File: src/cbor_isp_pkg.sv
// Shared types and constants for the CBOR item stream parser.
package cbor_isp_pkg;

  localparam int BYTE_W  = 8;
  localparam int ARG_W   = 64;
  localparam int CNT_W   = 65;
  localparam int MAJ_W   = 3;
  localparam int INFO_W  = 5;
  localparam int DEPTH_W = 5;
  localparam int ERR_W   = 2;
  localparam int PH_W    = 2;
  localparam int ARGN_W  = 4;

  localparam logic [PH_W-1:0] PH_HEAD    = 2'd0;
  localparam logic [PH_W-1:0] PH_ARG     = 2'd1;
  localparam logic [PH_W-1:0] PH_PAYLOAD = 2'd2;

  localparam logic [ERR_W-1:0] ERR_NONE     = 2'd0;
  localparam logic [ERR_W-1:0] ERR_RESERVED = 2'd1;
  localparam logic [ERR_W-1:0] ERR_TRUNC    = 2'd2;
  localparam logic [ERR_W-1:0] ERR_DEEP     = 2'd3;

  localparam logic [INFO_W-1:0] INFO_ARG1 = 5'd24;
  localparam logic [INFO_W-1:0] INFO_ARG2 = 5'd25;
  localparam logic [INFO_W-1:0] INFO_ARG4 = 5'd26;
  localparam logic [INFO_W-1:0] INFO_ARG8 = 5'd27;

  localparam logic [MAJ_W-1:0] MAJ_BSTR  = 3'd2;
  localparam logic [MAJ_W-1:0] MAJ_TSTR  = 3'd3;
  localparam logic [MAJ_W-1:0] MAJ_ARRAY = 3'd4;
  localparam logic [MAJ_W-1:0] MAJ_MAP   = 3'd5;
  localparam logic [MAJ_W-1:0] MAJ_TAG   = 3'd6;

  typedef struct packed {
    logic accept;
    logic pop_step;
    logic load_out;
  } ctl_cmd_t;

  typedef struct packed {
    logic need_pop;
    logic pop_done;
  } dp_stat_t;

endpackage

File: src/cbor_isp_ram.sv
// Generic single-write, single-read RAM with registered read data.
module cbor_isp_ram #(
  parameter int WIDTH = 65,
  parameter int DEPTH = 16
) (
  input  logic                                       clk,
  input  logic                                       we,
  input  logic [((DEPTH > 1) ? $clog2(DEPTH) : 1)-1:0] waddr,
  input  logic [WIDTH-1:0]                           wdata,
  input  logic [((DEPTH > 1) ? $clog2(DEPTH) : 1)-1:0] raddr,
  output logic [WIDTH-1:0]                           rdata
);

  logic [WIDTH-1:0] mem_r [DEPTH];
  logic [WIDTH-1:0] rdata_r;

  always_ff @(posedge clk) begin
    if (we) begin
      mem_r[waddr] <= wdata;
    end
    rdata_r <= mem_r[raddr];
  end

  assign rdata = rdata_r;

endmodule

File: src/cbor_isp_ctrl.sv
// Controller: handshakes, pop sequencing and output register hand-off.
module cbor_isp_ctrl (
  input  logic                  clk,
  input  logic                  rst_n,
  input  logic                  in_valid,
  output logic                  in_ready,
  output logic                  out_valid,
  input  logic                  out_ready,
  input  cbor_isp_pkg::dp_stat_t stat,
  output cbor_isp_pkg::ctl_cmd_t cmd
);

  localparam logic [1:0] ST_IDLE = 2'd0;
  localparam logic [1:0] ST_POP  = 2'd1;
  localparam logic [1:0] ST_EMIT = 2'd2;

  logic [1:0] state_r, state_nxt;
  logic       out_valid_r, out_valid_nxt;
  logic       out_free;

  assign out_free = !out_valid_r || out_ready;
  assign in_ready = (state_r == ST_IDLE) || ((state_r == ST_EMIT) && out_free);

  always_comb begin
    cmd.accept   = in_valid && in_ready;
    cmd.pop_step = (state_r == ST_POP);
    cmd.load_out = (state_r == ST_EMIT) && out_free;
  end

  always_comb begin
    state_nxt = state_r;
    case (state_r)
      ST_IDLE: begin
        if (cmd.accept) begin
          state_nxt = stat.need_pop ? ST_POP : ST_EMIT;
        end
      end
      ST_POP: begin
        if (stat.pop_done) begin
          state_nxt = ST_EMIT;
        end
      end
      ST_EMIT: begin
        if (out_free) begin
          if (cmd.accept) begin
            state_nxt = stat.need_pop ? ST_POP : ST_EMIT;
          end else begin
            state_nxt = ST_IDLE;
          end
        end
      end
      default: state_nxt = ST_IDLE;
    endcase
  end

  always_comb begin
    out_valid_nxt = out_valid_r;
    if (cmd.load_out) begin
      out_valid_nxt = 1'b1;
    end else if (out_ready) begin
      out_valid_nxt = 1'b0;
    end
  end

  always_ff @(posedge clk) begin
    if (!rst_n) begin
      state_r     <= ST_IDLE;
      out_valid_r <= 1'b0;
    end else begin
      state_r     <= state_nxt;
      out_valid_r <= out_valid_nxt;
    end
  end

  assign out_valid = out_valid_r;

endmodule

File: src/cbor_isp_dp.sv
// Datapath: head decode, payload skip, nesting stack and result registers.
module cbor_isp_dp #(
  parameter int STACK_DEPTH = 16
) (
  input  logic                                     clk,
  input  logic                                     rst_n,
  input  cbor_isp_pkg::ctl_cmd_t                   cmd,
  output cbor_isp_pkg::dp_stat_t                   stat,
  input  logic [cbor_isp_pkg::BYTE_W-1:0]          in_data_byte,
  input  logic                                     in_last_byte,
  output logic                                     out_head_done,
  output logic [cbor_isp_pkg::MAJ_W-1:0]           out_head_major,
  output logic [cbor_isp_pkg::INFO_W-1:0]          out_additional_info,
  output logic [cbor_isp_pkg::ARG_W-1:0]           out_argument,
  output logic                                     out_is_payload,
  output logic [cbor_isp_pkg::DEPTH_W-1:0]         out_nesting_depth,
  output logic                                     out_item_done,
  output logic [cbor_isp_pkg::ERR_W-1:0]           out_error_code
);

  localparam int LVL_W = $clog2(STACK_DEPTH + 1);
  localparam int AW    = (STACK_DEPTH > 1) ? $clog2(STACK_DEPTH) : 1;
  localparam int ARG_W = cbor_isp_pkg::ARG_W;
  localparam int CNT_W = cbor_isp_pkg::CNT_W;

  // parser state
  logic [cbor_isp_pkg::PH_W-1:0]    phase_r, phase_nxt;
  logic [cbor_isp_pkg::ARGN_W-1:0]  arg_left_r, arg_left_nxt;
  logic [ARG_W-1:0]                 acc_r, acc_nxt;
  logic [cbor_isp_pkg::MAJ_W-1:0]   held_major_r, held_major_nxt;
  logic [cbor_isp_pkg::INFO_W-1:0]  held_info_r, held_info_nxt;
  logic [ARG_W-1:0]                 payload_left_r, payload_left_nxt;
  logic [LVL_W-1:0]                 level_r, level_nxt;
  logic [cbor_isp_pkg::ERR_W-1:0]   err_r, err_nxt;
  logic                             last_r, last_nxt;

  // result being formed
  logic                             h_hd_r, h_hd_nxt;
  logic [cbor_isp_pkg::MAJ_W-1:0]   h_major_r, h_major_nxt;
  logic [cbor_isp_pkg::INFO_W-1:0]  h_info_r, h_info_nxt;
  logic [ARG_W-1:0]                 h_arg_r, h_arg_nxt;
  logic                             h_pay_r, h_pay_nxt;
  logic [cbor_isp_pkg::DEPTH_W-1:0] h_depth_r, h_depth_nxt;
  logic                             h_idone_r, h_idone_nxt;
  logic [cbor_isp_pkg::ERR_W-1:0]   h_err_r, h_err_nxt;

  // output register
  logic                             o_hd_r;
  logic [cbor_isp_pkg::MAJ_W-1:0]   o_major_r;
  logic [cbor_isp_pkg::INFO_W-1:0]  o_info_r;
  logic [ARG_W-1:0]                 o_arg_r;
  logic                             o_pay_r;
  logic [cbor_isp_pkg::DEPTH_W-1:0] o_depth_r;
  logic                             o_idone_r;
  logic [cbor_isp_pkg::ERR_W-1:0]   o_err_r;

  // stack RAM
  logic             we;
  logic [AW-1:0]    waddr;
  logic [CNT_W-1:0] wdata;
  logic [AW-1:0]    raddr;
  logic [CNT_W-1:0] rdata;
  logic [LVL_W-1:0] lvl_m1, lvl_m2;

  assign lvl_m1 = level_r - LVL_W'(1);
  assign lvl_m2 = level_r - LVL_W'(2);
  // accept reads the top level; a pop step prefetches the one below it
  assign raddr  = cmd.pop_step ? lvl_m2[AW-1:0] : lvl_m1[AW-1:0];

  cbor_isp_ram #(
    .WIDTH (CNT_W),
    .DEPTH (STACK_DEPTH)
  ) u_stack (
    .clk   (clk),
    .we    (we),
    .waddr (waddr),
    .wdata (wdata),
    .raddr (raddr),
    .rdata (rdata)
  );

  always_comb begin
    logic                           got;
    logic [ARG_W-1:0]               a;
    logic                           finish;
    logic                           commit;
    logic                           lst;
    logic                           push_req;
    logic [CNT_W-1:0]               push_val;
    logic [CNT_W-1:0]               cnt;
    logic [cbor_isp_pkg::ERR_W-1:0] err_fin;

    got      = 1'b0;
    a        = '0;
    finish   = 1'b0;
    commit   = 1'b0;
    lst      = 1'b0;
    push_req = 1'b0;
    push_val = '0;
    cnt      = '0;
    err_fin  = err_r;

    phase_nxt        = phase_r;
    arg_left_nxt     = arg_left_r;
    acc_nxt          = acc_r;
    held_major_nxt   = held_major_r;
    held_info_nxt    = held_info_r;
    payload_left_nxt = payload_left_r;
    level_nxt        = level_r;
    err_nxt          = err_r;
    last_nxt         = last_r;

    h_hd_nxt    = h_hd_r;
    h_major_nxt = h_major_r;
    h_info_nxt  = h_info_r;
    h_arg_nxt   = h_arg_r;
    h_pay_nxt   = h_pay_r;
    h_depth_nxt = h_depth_r;
    h_idone_nxt = h_idone_r;
    h_err_nxt   = h_err_r;

    we    = 1'b0;
    waddr = level_r[AW-1:0];
    wdata = '0;

    stat.need_pop = 1'b0;
    stat.pop_done = 1'b0;

    if (cmd.accept) begin
      lst         = in_last_byte;
      last_nxt    = in_last_byte;
      h_hd_nxt    = 1'b0;
      h_major_nxt = '0;
      h_info_nxt  = '0;
      h_arg_nxt   = '0;
      h_pay_nxt   = 1'b0;
      h_idone_nxt = 1'b0;
      if (err_r == cbor_isp_pkg::ERR_NONE) begin
        case (phase_r)
          cbor_isp_pkg::PH_HEAD: begin
            held_major_nxt = in_data_byte[7:5];
            held_info_nxt  = in_data_byte[4:0];
            if (held_info_nxt < cbor_isp_pkg::INFO_ARG1) begin
              got = 1'b1;
              a   = ARG_W'(held_info_nxt);
            end else if (held_info_nxt inside
                         {[cbor_isp_pkg::INFO_ARG1:cbor_isp_pkg::INFO_ARG8]}) begin
              phase_nxt = cbor_isp_pkg::PH_ARG;
              acc_nxt   = '0;
              case (held_info_nxt)
                cbor_isp_pkg::INFO_ARG1: arg_left_nxt = 4'd1;
                cbor_isp_pkg::INFO_ARG2: arg_left_nxt = 4'd2;
                cbor_isp_pkg::INFO_ARG4: arg_left_nxt = 4'd4;
                default:                 arg_left_nxt = 4'd8;
              endcase
            end else begin
              err_nxt = cbor_isp_pkg::ERR_RESERVED;
            end
          end
          cbor_isp_pkg::PH_ARG: begin
            acc_nxt      = {acc_r[ARG_W-cbor_isp_pkg::BYTE_W-1:0], in_data_byte};
            arg_left_nxt = arg_left_r - 4'd1;
            if (arg_left_nxt == '0) begin
              phase_nxt = cbor_isp_pkg::PH_HEAD;
              got       = 1'b1;
              a         = acc_nxt;
            end
          end
          cbor_isp_pkg::PH_PAYLOAD: begin
            h_pay_nxt        = 1'b1;
            payload_left_nxt = payload_left_r - ARG_W'(1);
            if (payload_left_nxt == '0) begin
              phase_nxt = cbor_isp_pkg::PH_HEAD;
              finish    = 1'b1;
            end
          end
          default: phase_nxt = cbor_isp_pkg::PH_HEAD;
        endcase

        if (got) begin
          h_hd_nxt    = 1'b1;
          h_major_nxt = held_major_nxt;
          h_info_nxt  = held_info_nxt;
          h_arg_nxt   = a;
          case (held_major_nxt)
            cbor_isp_pkg::MAJ_BSTR, cbor_isp_pkg::MAJ_TSTR: begin
              if (a == '0) begin
                finish = 1'b1;
              end else begin
                payload_left_nxt = a;
                phase_nxt        = cbor_isp_pkg::PH_PAYLOAD;
              end
            end
            cbor_isp_pkg::MAJ_ARRAY: begin
              if (a == '0) begin
                finish = 1'b1;
              end else begin
                push_req = 1'b1;
                push_val = {1'b0, a};
              end
            end
            cbor_isp_pkg::MAJ_MAP: begin
              if (a == '0) begin
                finish = 1'b1;
              end else begin
                push_req = 1'b1;
                push_val = {a, 1'b0};  // key plus value per pair
              end
            end
            cbor_isp_pkg::MAJ_TAG: begin
              // wraps the next item, nothing to count
            end
            default: finish = 1'b1;
          endcase
        end

        if (push_req) begin
          if (level_r >= LVL_W'(STACK_DEPTH)) begin
            err_nxt = cbor_isp_pkg::ERR_DEEP;
          end else begin
            we        = 1'b1;
            wdata     = push_val;
            level_nxt = level_r + LVL_W'(1);
          end
        end
      end

      if (finish) begin
        if (level_r == '0) begin
          h_idone_nxt = 1'b1;
        end else begin
          stat.need_pop = 1'b1;
        end
      end
      commit = !stat.need_pop;
    end else if (cmd.pop_step) begin
      lst   = last_r;
      cnt   = rdata - CNT_W'(1);
      waddr = lvl_m1[AW-1:0];
      if (cnt != '0) begin
        we            = 1'b1;
        wdata         = cnt;
        stat.pop_done = 1'b1;
      end else begin
        level_nxt = lvl_m1;
        if (level_nxt == '0) begin
          h_idone_nxt   = 1'b1;
          stat.pop_done = 1'b1;
        end
      end
      commit = stat.pop_done;
    end

    if (commit) begin
      err_fin = err_nxt;
      if (lst && (err_nxt == cbor_isp_pkg::ERR_NONE) &&
          ((phase_nxt != cbor_isp_pkg::PH_HEAD) || (level_nxt != '0) ||
           (held_major_nxt == cbor_isp_pkg::MAJ_TAG))) begin
        err_fin = cbor_isp_pkg::ERR_TRUNC;
      end
      h_err_nxt   = err_fin;
      h_depth_nxt = cbor_isp_pkg::DEPTH_W'(level_nxt);
      err_nxt     = err_fin;
      if (lst) begin
        phase_nxt        = cbor_isp_pkg::PH_HEAD;
        arg_left_nxt     = '0;
        acc_nxt          = '0;
        held_major_nxt   = '0;
        held_info_nxt    = '0;
        payload_left_nxt = '0;
        level_nxt        = '0;
        err_nxt          = cbor_isp_pkg::ERR_NONE;
      end
    end
  end

  always_ff @(posedge clk) begin
    if (!rst_n) begin
      phase_r        <= cbor_isp_pkg::PH_HEAD;
      arg_left_r     <= '0;
      acc_r          <= '0;
      held_major_r   <= '0;
      held_info_r    <= '0;
      payload_left_r <= '0;
      level_r        <= '0;
      err_r          <= cbor_isp_pkg::ERR_NONE;
      last_r         <= 1'b0;
    end else begin
      phase_r        <= phase_nxt;
      arg_left_r     <= arg_left_nxt;
      acc_r          <= acc_nxt;
      held_major_r   <= held_major_nxt;
      held_info_r    <= held_info_nxt;
      payload_left_r <= payload_left_nxt;
      level_r        <= level_nxt;
      err_r          <= err_nxt;
      last_r         <= last_nxt;
    end
  end

  always_ff @(posedge clk) begin
    h_hd_r    <= h_hd_nxt;
    h_major_r <= h_major_nxt;
    h_info_r  <= h_info_nxt;
    h_arg_r   <= h_arg_nxt;
    h_pay_r   <= h_pay_nxt;
    h_depth_r <= h_depth_nxt;
    h_idone_r <= h_idone_nxt;
    h_err_r   <= h_err_nxt;
    if (cmd.load_out) begin
      o_hd_r    <= h_hd_r;
      o_major_r <= h_major_r;
      o_info_r  <= h_info_r;
      o_arg_r   <= h_arg_r;
      o_pay_r   <= h_pay_r;
      o_depth_r <= h_depth_r;
      o_idone_r <= h_idone_r;
      o_err_r   <= h_err_r;
    end
  end

  assign out_head_done       = o_hd_r;
  assign out_head_major      = o_major_r;
  assign out_additional_info = o_info_r;
  assign out_argument        = o_arg_r;
  assign out_is_payload      = o_pay_r;
  assign out_nesting_depth   = o_depth_r;
  assign out_item_done       = o_idone_r;
  assign out_error_code      = o_err_r;

endmodule

File: src/cbor_item_stream_parser.sv
// Result path: a byte's result is held in the h_ registers and loaded into the output
//   register in ST_EMIT, after ST_POP walks the stack when it ends a nested item.
// Throughput: one byte per cycle unless the output stalls or an open container count
//   is popped; popping the stack RAM (one level per cycle) holds off the next byte.
// Reset: synchronous, active low; clears parser state, nesting level, error and
//   out_valid. The stack RAM is not cleared; only levels pushed since are read.
module cbor_item_stream_parser #(
  parameter int STACK_DEPTH = 16
) (
  input  logic                                 clk,
  input  logic                                 rst_n,
  input  logic                                 in_valid,
  output logic                                 in_ready,
  input  logic [cbor_isp_pkg::BYTE_W-1:0]      in_data_byte,
  input  logic                                 in_last_byte,
  output logic                                 out_valid,
  input  logic                                 out_ready,
  output logic                                 out_head_done,
  output logic [cbor_isp_pkg::MAJ_W-1:0]       out_head_major,
  output logic [cbor_isp_pkg::INFO_W-1:0]      out_additional_info,
  output logic [cbor_isp_pkg::ARG_W-1:0]       out_argument,
  output logic                                 out_is_payload,
  output logic [cbor_isp_pkg::DEPTH_W-1:0]     out_nesting_depth,
  output logic                                 out_item_done,
  output logic [cbor_isp_pkg::ERR_W-1:0]       out_error_code
);

  cbor_isp_pkg::ctl_cmd_t cmd;
  cbor_isp_pkg::dp_stat_t stat;

  cbor_isp_ctrl u_ctrl (
    .clk       (clk),
    .rst_n     (rst_n),
    .in_valid  (in_valid),
    .in_ready  (in_ready),
    .out_valid (out_valid),
    .out_ready (out_ready),
    .stat      (stat),
    .cmd       (cmd)
  );

  cbor_isp_dp #(
    .STACK_DEPTH (STACK_DEPTH)
  ) u_dp (
    .clk                 (clk),
    .rst_n               (rst_n),
    .cmd                 (cmd),
    .stat                (stat),
    .in_data_byte        (in_data_byte),
    .in_last_byte        (in_last_byte),
    .out_head_done       (out_head_done),
    .out_head_major      (out_head_major),
    .out_additional_info (out_additional_info),
    .out_argument        (out_argument),
    .out_is_payload      (out_is_payload),
    .out_nesting_depth   (out_nesting_depth),
    .out_item_done       (out_item_done),
    .out_error_code      (out_error_code)
  );

  // a reserved info byte never reports a head
  a_head_not_reserved: assert property (@(posedge clk) disable iff (!rst_n)
    out_valid && out_head_done |-> out_error_code != cbor_isp_pkg::ERR_RESERVED)
    else $error("head reported with reserved-info error");

  a_payload_not_head: assert property (@(posedge clk) disable iff (!rst_n)
    out_valid && out_is_payload |-> !out_head_done)
    else $error("payload byte also flagged as head");

  // top-level completion means every level has closed
  a_item_done_depth: assert property (@(posedge clk) disable iff (!rst_n)
    out_valid && out_item_done |-> out_nesting_depth == '0)
    else $error("item done with open levels");

  a_pop_holds: assert property (@(posedge clk) disable iff (!rst_n)
    cmd.pop_step && !stat.pop_done |=> cmd.pop_step && !in_ready)
    else $error("pop sequence left early");

endmodule
File: config.mk
export PLATFORM = sky130hd
export DESIGN_NAME = cbor_item_stream_parser
export DESIGN_NICKNAME = d
export VERILOG_FILES = /design/src/cbor_isp_pkg.sv /design/src/cbor_isp_ram.sv /design/src/cbor_isp_ctrl.sv /design/src/cbor_isp_dp.sv /design/src/cbor_item_stream_parser.sv
export SDC_FILE = /design/constraint.sdc
export NUM_CORES = 2
export LEC_CHECK = 0
export ABC_CLOCK_PERIOD_IN_PS = 6000
export BUFFER_PORTS_ARGS = -buffer_cell sky130_fd_sc_hd__clkbuf_2
export CAP_MARGIN = 20
export CORE_ASPECT_RATIO = 1.2
export CORE_MARGIN = 2
export CORE_UTILIZATION = 55
export CTS_CLUSTER_DIAMETER = 150
export DETAILED_ROUTE_END_ITERATION = 12
export HOLD_SLACK_MARGIN = 0.12
export PLACE_DENSITY_LB_ADDON = 0.08
export SKIP_CTS_REPAIR_TIMING = 1
export SYNTH_ARGS = -nofsm -noshare
export SYNTH_HDL_FRONTEND = slang
export SYNTH_SLANG_ARGS = --single-unit
File: constraint.sdc
create_clock -name clk -period 6 [get_ports clk]
set_input_delay 1.2 -clock clk [delete_from_list [all_inputs] [get_ports clk]]
set_output_delay 1.2 -clock clk [all_outputs]
set_load 0.03 [all_outputs]
After elaboration in Yosys (flattened, before gate mapping)
Memory sizes are Yosys's and may differ from the RTL's. A register that Yosys moved wholly into a read port is not among the register bits.
Index checks and enable logic that the tools add are counted.
{"block": "word_totals", "ff_bits": 317, "latch_bits": 0, "ram_bits": 1040, "romBits": 0, "in_bits": 13, "elab_cells": 222, "n_memories": 1}
{"block": "classes", "addsub": 6, "n_mul": 0, "div_mod_pow": 0, "n_lt_le_gt_ge": 4, "n_eq_ne": 17, "shifts": 0, "mux": 135, "n_bitwise": 0, "n_reduce_logical": 32}
{"name": "u_dp.u_stack.mem_r", "words": 16, "width": 65, "rd": 1, "rd_clocked_by_memory_dff": 1, "wr": 1, "line": "cbor_isp_ram.sv:14", "source": "logic [WIDTH-1:0] mem_r [DEPTH];"}
{"op": "$mux W64", "n": 18}
{"op": "$mux W65", "n": 8}
{"op": "$pmux W64 S2", "n": 2}
{"op": "$pmux W65 S2", "n": 1}
{"op": "$logic_not A64 Y1", "n": 2}
{"op": "$mux W5", "n": 14}
{"op": "$reduce_bool A65 Y1", "n": 1}
{"op": "$sub A65 B1 Y65 const B", "n": 1}
{"op": "$sub A64 B1 Y64 const B", "n": 1}
{"op": "$mux W2", "n": 26}
{"op": "$mux W1", "n": 44}
{"op": "$mux W4", "n": 9}
{"op": "$mux W3", "n": 7}
{"op": "$eq A5 B5 Y1 const B", "n": 3}
{"op": "$eq A3 B3 Y1 const B", "n": 4}
{"op": "$pmux W2 S3", "n": 2}
{"op": "$pmux W4 S3", "n": 1}
{"op": "$ge A5 B5 Y1 const B", "n": 2}
{"op": "$logic_not A5 Y1", "n": 2}
{"op": "$logic_not A2 Y1", "n": 4}
{"op": "$pmux W4 S2", "n": 1}
{"op": "$reduce_bool A2 Y1", "n": 4}
{"op": "$eq A3 B2 Y1 const B", "n": 2}
{"op": "$ne A2 B2 Y1 const B", "n": 3}
{"op": "other kinds (19)", "n": 32}

Longest topological paths before layout
{"block": "logic_depth", "word_depth": 22, "ltp_mapped": 17, "ltp_nobuf": 13}

Modules after synthesis
Synthesis repeated with hierarchy kept, for this count alone.
{"block": "unflattened", "cells_unflattened": 3692, "hier_area_um2": 58605.0}
{"mod": "cbor_isp_ram", "instances": 1, "cells_per_inst": 1673, "area_each_um2": 40243.6}
{"mod": "cbor_isp_dp", "instances": 1, "cells_per_inst": 1998, "area_each_um2": 18184.9}
{"mod": "cbor_isp_ctrl", "instances": 1, "cells_per_inst": 21, "area_each_um2": 176.4}

Least setup slack after synthesis
OpenSTA, ideal clock, no wires.
{"block": "synth_path", "path_kind": "flip-flop to flip-flop", "start": "reg u_dp.u_stack.rdata_r[4], in the netlist u_dp.u_stack.rdata[4] (read register of u_dp.u_stack.mem_r)", "end": "mem u_dp.u_stack.mem_r[11][0], enable pin", "t_arrival_ps": 5999, "setup_slack_ps": -488, "path_stages_with_launch": 15, "period_less_slack_ps": 6488, "path_cell_list": "dfxtp_1 buf_6 or4_4 or4_4 buf_6 nor3_1 nand3_1 a211o_1 nand4_1 or4_1 buf_2 o21ai_1 nand2_1 nand3_1 nor2_1"}
{"block": "synth_between", "elab_chain_cells": 7}
{"element": "from (decl)", "line": "cbor_isp_ram.sv:15", "source": "logic [WIDTH-1:0] rdata_r;"}
{"element": "$sub A65 B1 Y65", "line": "cbor_isp_dp.sv:238", "source": "cnt = rdata - CNT_W'(1);"}
{"element": "$reduce_bool A65 Y1", "line": "cbor_isp_dp.sv:240", "source": "if (cnt != '0) begin"}
{"element": "$mux W1", "line": "cbor_isp_dp.sv:240"}
{"element": "$mux W1", "line": "cbor_isp_dp.sv:236", "source": "end else if (cmd.pop_step) begin"}
{"element": "$mux W1", "line": "cbor_isp_dp.sv:129", "source": "if (cmd.accept) begin"}
{"element": "$mux W1", "line": "cbor_isp_ram.sv:18", "source": "if (we) begin"}
{"element": "$mux W1 (not written as such)", "line": "cbor_isp_ram.sv:19", "source": "mem_r[waddr] <= wdata;"}
{"element": "to (decl)", "line": "cbor_isp_ram.sv:14"}
No other way between the ends.

Worst setup path after layout
{"block": "layout_path", "start": "reg u_dp.payload_left_r[0]", "end": "reg u_dp.payload_left_r[12]"}
{"block": "layout_between", "elab_chain_cells": 14}
{"element": "from (decl)", "line": "cbor_isp_dp.sv:32", "source": "logic [ARG_W-1:0] payload_left_r, payload_left_nxt;"}
{"element": "from (signal assigned)", "line": "cbor_isp_dp.sv:294", "source": "payload_left_r <= payload_left_nxt;"}
{"element": "$sub A64 B1 Y64 *", "line": "cbor_isp_dp.sv:171", "source": "payload_left_nxt = payload_left_r - ARG_W'(1);"}
{"element": "$logic_not A64 Y1", "line": "cbor_isp_dp.sv:172", "source": "if (payload_left_nxt == '0) begin"}
{"element": "$mux W1", "line": "cbor_isp_dp.sv:172"}
{"element": "$mux W1", "line": "cbor_isp_dp.sv:139", "source": "case (phase_r)"}
{"element": "$mux W1", "line": "cbor_isp_dp.sv:187, cbor_isp_dp.sv:195, cbor_isp_dp.sv:203"}
{"element": "$pmux W1 S2", "line": "cbor_isp_dp.sv:185", "source": "case (held_major_nxt)"}
{"element": "$mux W1", "line": "cbor_isp_dp.sv:180", "source": "if (got) begin"}
{"element": "$mux W1", "line": "cbor_isp_dp.sv:138", "source": "if (err_r == cbor_isp_pkg::ERR_NONE) begin"}
{"element": "$mux W1", "line": "cbor_isp_dp.sv:129"}
{"element": "$mux W1", "line": "cbor_isp_dp.sv:228", "source": "if (finish) begin"}
{"element": "$mux W1", "line": "cbor_isp_dp.sv:129"}
{"element": "$logic_not A1 Y1", "line": "cbor_isp_dp.sv:235", "source": "commit = !stat.need_pop;"}
{"element": "$mux W1", "line": "cbor_isp_dp.sv:129"}
{"element": "$mux W64 *", "line": "cbor_isp_dp.sv:254", "source": "if (commit) begin"}
Every way passes the cells marked *; elsewhere a longest branch is shown, timed or not. The select of a mux whose other input is x is not followed.
A chain may end at the register's enable or synchronous reset.

==> flow_summary_export.csv <==
group,metric,value,unit
run_status,outcome,"completed",
synthesis,synth-seq-area-share,68.75,%
floorplan,start_util,55.35,%
flow_run,maxCapViolCount,0,
synthesis,synth.distinct_cells,75,
power,ir_drop,0.3504,mV
route,dr.pass1.iters,8,
synthesis,synth_nets,3835,
clock_tree,cts.clk_slew.worst_paths,70,ps
critical_path,worstSetupPathType,"reg -> reg",
synthesis,synth-edff-count,1204,
route,antenna_left,0,
placement,dpl_cell_area,0.06190,mm^2
synthesis,synth_flop_cell,"edfxtp_1",
placement,gp_congestion,1.010,
synthesis,yosys.cell_count.top_type,"edfxtp_1",
floorplan,die_h,361.9,um
clock_tree,clock_latency,780,ps
power,leakagePower,0.02031,uW
clock_tree,cts_root_buf,"clkbuf_16",
synthesis,synth_warnings,0,
synthesis,synth.area.top_cells,"edfxtp_1, mux4_2, dfxtp_1",
timing,fin_crit_sh,92.45,%
final_layout,drive_above_1_share,20.49,%
timing,maxSlewViolCount,0,
timing,hold_viol_final,0,
global_route,antenna_found_initial,2,
floorplan,core,0.1060,mm^2
synthesis,netlist.area_leader.share,61.59,%
synthesis,syn_avg_cell_area,15.41,um^2
final_layout,multi_input_area,0.01737,mm^2
floorplan,rows,131,
global_route,grt_pass1_vias,35646,
clock_tree,cts_tree,"yes",
timing,period_needed,5547,ps
final_layout,seq_area,0.04036,mm^2
timing,max_slew_margin,20.54,%
timing,rsz0062_at_grt,"no",
timing,max_slew.worst_pin.slew,1192,ps
critical_path,worstPathMaxFanout,33,
floorplan,die_w,302.2,um
route,via_count,36197,
final_layout,antenna_cells,0,
final_layout,final_cell_area,0.06665,mm^2
clock_tree,numCtsBuffers,138,
final_layout,layout.nets,4018,
synthesis,yosys-top-cells-count,"edfxtp_1, nor2_1, mux4_2, dfxtp_1, clkbuf_1",
clock_tree,max-clock-path-buffers,3,
synthesis,synthCells,3810,
clock_tree,clock-sinks,1414,
placement,dp_hpwl,112.6,mm
global_route,grt_pass1_wl,248.9,mm
timing,setup_viol,0,
synthesis,postSynth.asyncResetShare,0,%
timing,fmax,180.3,MHz
global_route,grt_usage,31.94,%
final_layout,fin_util,62.85,%
route,avgViaCountPerCell,6.574,
synthesis,yosys_register_bits,1414,
global_route,grt_start_max_net_pins,106,
route,drc,0,
power,p_per_area,338.1,mW/mm^2
critical_path,critPathLaunchType,"flop",
timing,finalClockSkew,31.36,ps
critical_path,cp.arrival,6230,ps
placement,portBuffers,96,
route,wl_per_cell,31.41,um
clock_tree,cts.htree.levels,4,
floorplan,dieArea,0.1094,mm^2
worst_hold_path,hold_class,"reg -> reg",
critical_path,endpoint_kind,"flop",
synthesis,synthesis.area,0.05870,mm^2
final_layout,nFillCells,7641,
final_layout,syn_to_final_growth,13.53,%
critical_path,required,6690,ps
route,wirelength,173.0,mm
synthesis,synth_top_cell_by_area,"edfxtp_1",
floorplan,pin_count,97,
global_route,grt-ovfl-total,0,
route,dr.first_iter.drc_count,3739,
[worst paths after layout]
path | startpoint | to | slack (ps) | depth (start not counted)
setup / recovery | u_dp.payload_left_r[0]$_SDFF_PN0_ | u_dp.payload_left_r[12]$_SDFF_PN0_ | 450 | 16
hold / removal | u_dp.h_pay_r$_SDFFCE_PP0P_ | u_dp.out_is_payload$_DFFE_PP_ | 410 | 0
setup reg to reg | u_dp.payload_left_r[0]$_SDFF_PN0_ | u_dp.payload_left_r[12]$_SDFF_PN0_ | 450 | 16
hold reg to reg | u_dp.h_pay_r$_SDFFCE_PP0P_ | u_dp.out_is_payload$_DFFE_PP_ | 410 | 0
[cell type report]
cell class	count	share of cell area (%)
Clock buffer	177	5.630
Clock inverter	80	1.256
Inverter	37	0.2084
Multi-Input combinational cell	2101	26.07
Sequential cell	1414	60.56
Tap cell	1396	2.621
Timing Repair Buffer	301	3.659
[flip-flops by register name, indices dropped and copies added (netlist names), 56 cells and up]
signal               cells
u_dp.acc_r              56
u_dp.h_arg_r            64
u_dp.out_argument       64
u_dp.payload_left_r     64
u_dp.u_stack.mem_r    1040
u_dp.u_stack.rdata      65
[metrics by stage]
step	TNS, ps	hold WS [ps]	power, uW	setup WS [ps]	instances
2_1_floorplan	-457630	400.3	12930	-487.5	3810
3_3_place_gp	0	401.4	13980	762.3	5229
3_5_place_dp	0	404.5	13970	651.3	5230
4_1_cts	0	418.5	22650	636.6	5487
5_1_grt	0	420.5	23220	285.5	5506
6_report	0	414.1	22540	453.0	5506
[report_power, final]
group          switching [uW]  leakage, uW  internal, uW
sequential                251       0.0115         10800
combinational            1830      0.00660           971
clock                    3740      0.00225          4990
[worst max-delay path, cell delays in order, from the launching register on]
cell and delay, ps:
dfxtp_1 410, inv_1 100, ha_1 220, nor3b_1 230
buf_4 190, nand4_1 310, or4_1 670, nor4_1 720
a31oi_1 220, a2111oi_0 500, nand4_1 400, o21ai_1 390
buf_4 180, a21oi_1 120, or2_4 360, buf_12 190
nor3_1 210
[cells in the final DEF (no fill, tap or decap), drive strengths merged, types with 9 or more instances in the layout]
cell type and instances:
nor2b 78, clkinv 51, nor3 89, nor4 95
or3 26, a211oi 82, nand2b 14, and3 55
bufinv 12, nor3b 12, or4 38, and2 12
o22ai 82, dfxtp 210, clkbuf 276, a31oi 34
nor2 299, o21a 10, nand4b 9, o21ai 76
a21oi 184, nand3 61, xor2 46, mux2i 112
ha 12, mux4 260, inv 50, xnor2 66
nand4 41, buf 202, nand2 148, edfxtp 1204
a22oi 73, or2 9
[per-layer routing]
layer	part of all wire, %	GRT usage, %	up-vias
met4	5.5	16.34	4
met3	6.9	5.157	423
li1	-	-	15463
met1	38	40.91	18498
met2	50	52.87	1809
met5	0.016	0	-
[cell families after synthesis]
| logic type | synth area share [%] |
|---|---|
| flops | 68.75 |
| simple gates | 8.837 |
| compound gates | 6.475 |
| mux | 11.90 |
| buf+inv | 2.106 |
| xor+xnor | 1.671 |
| fa+ha+maj | 0.2558 |
(Power assumes the default switching activity.)
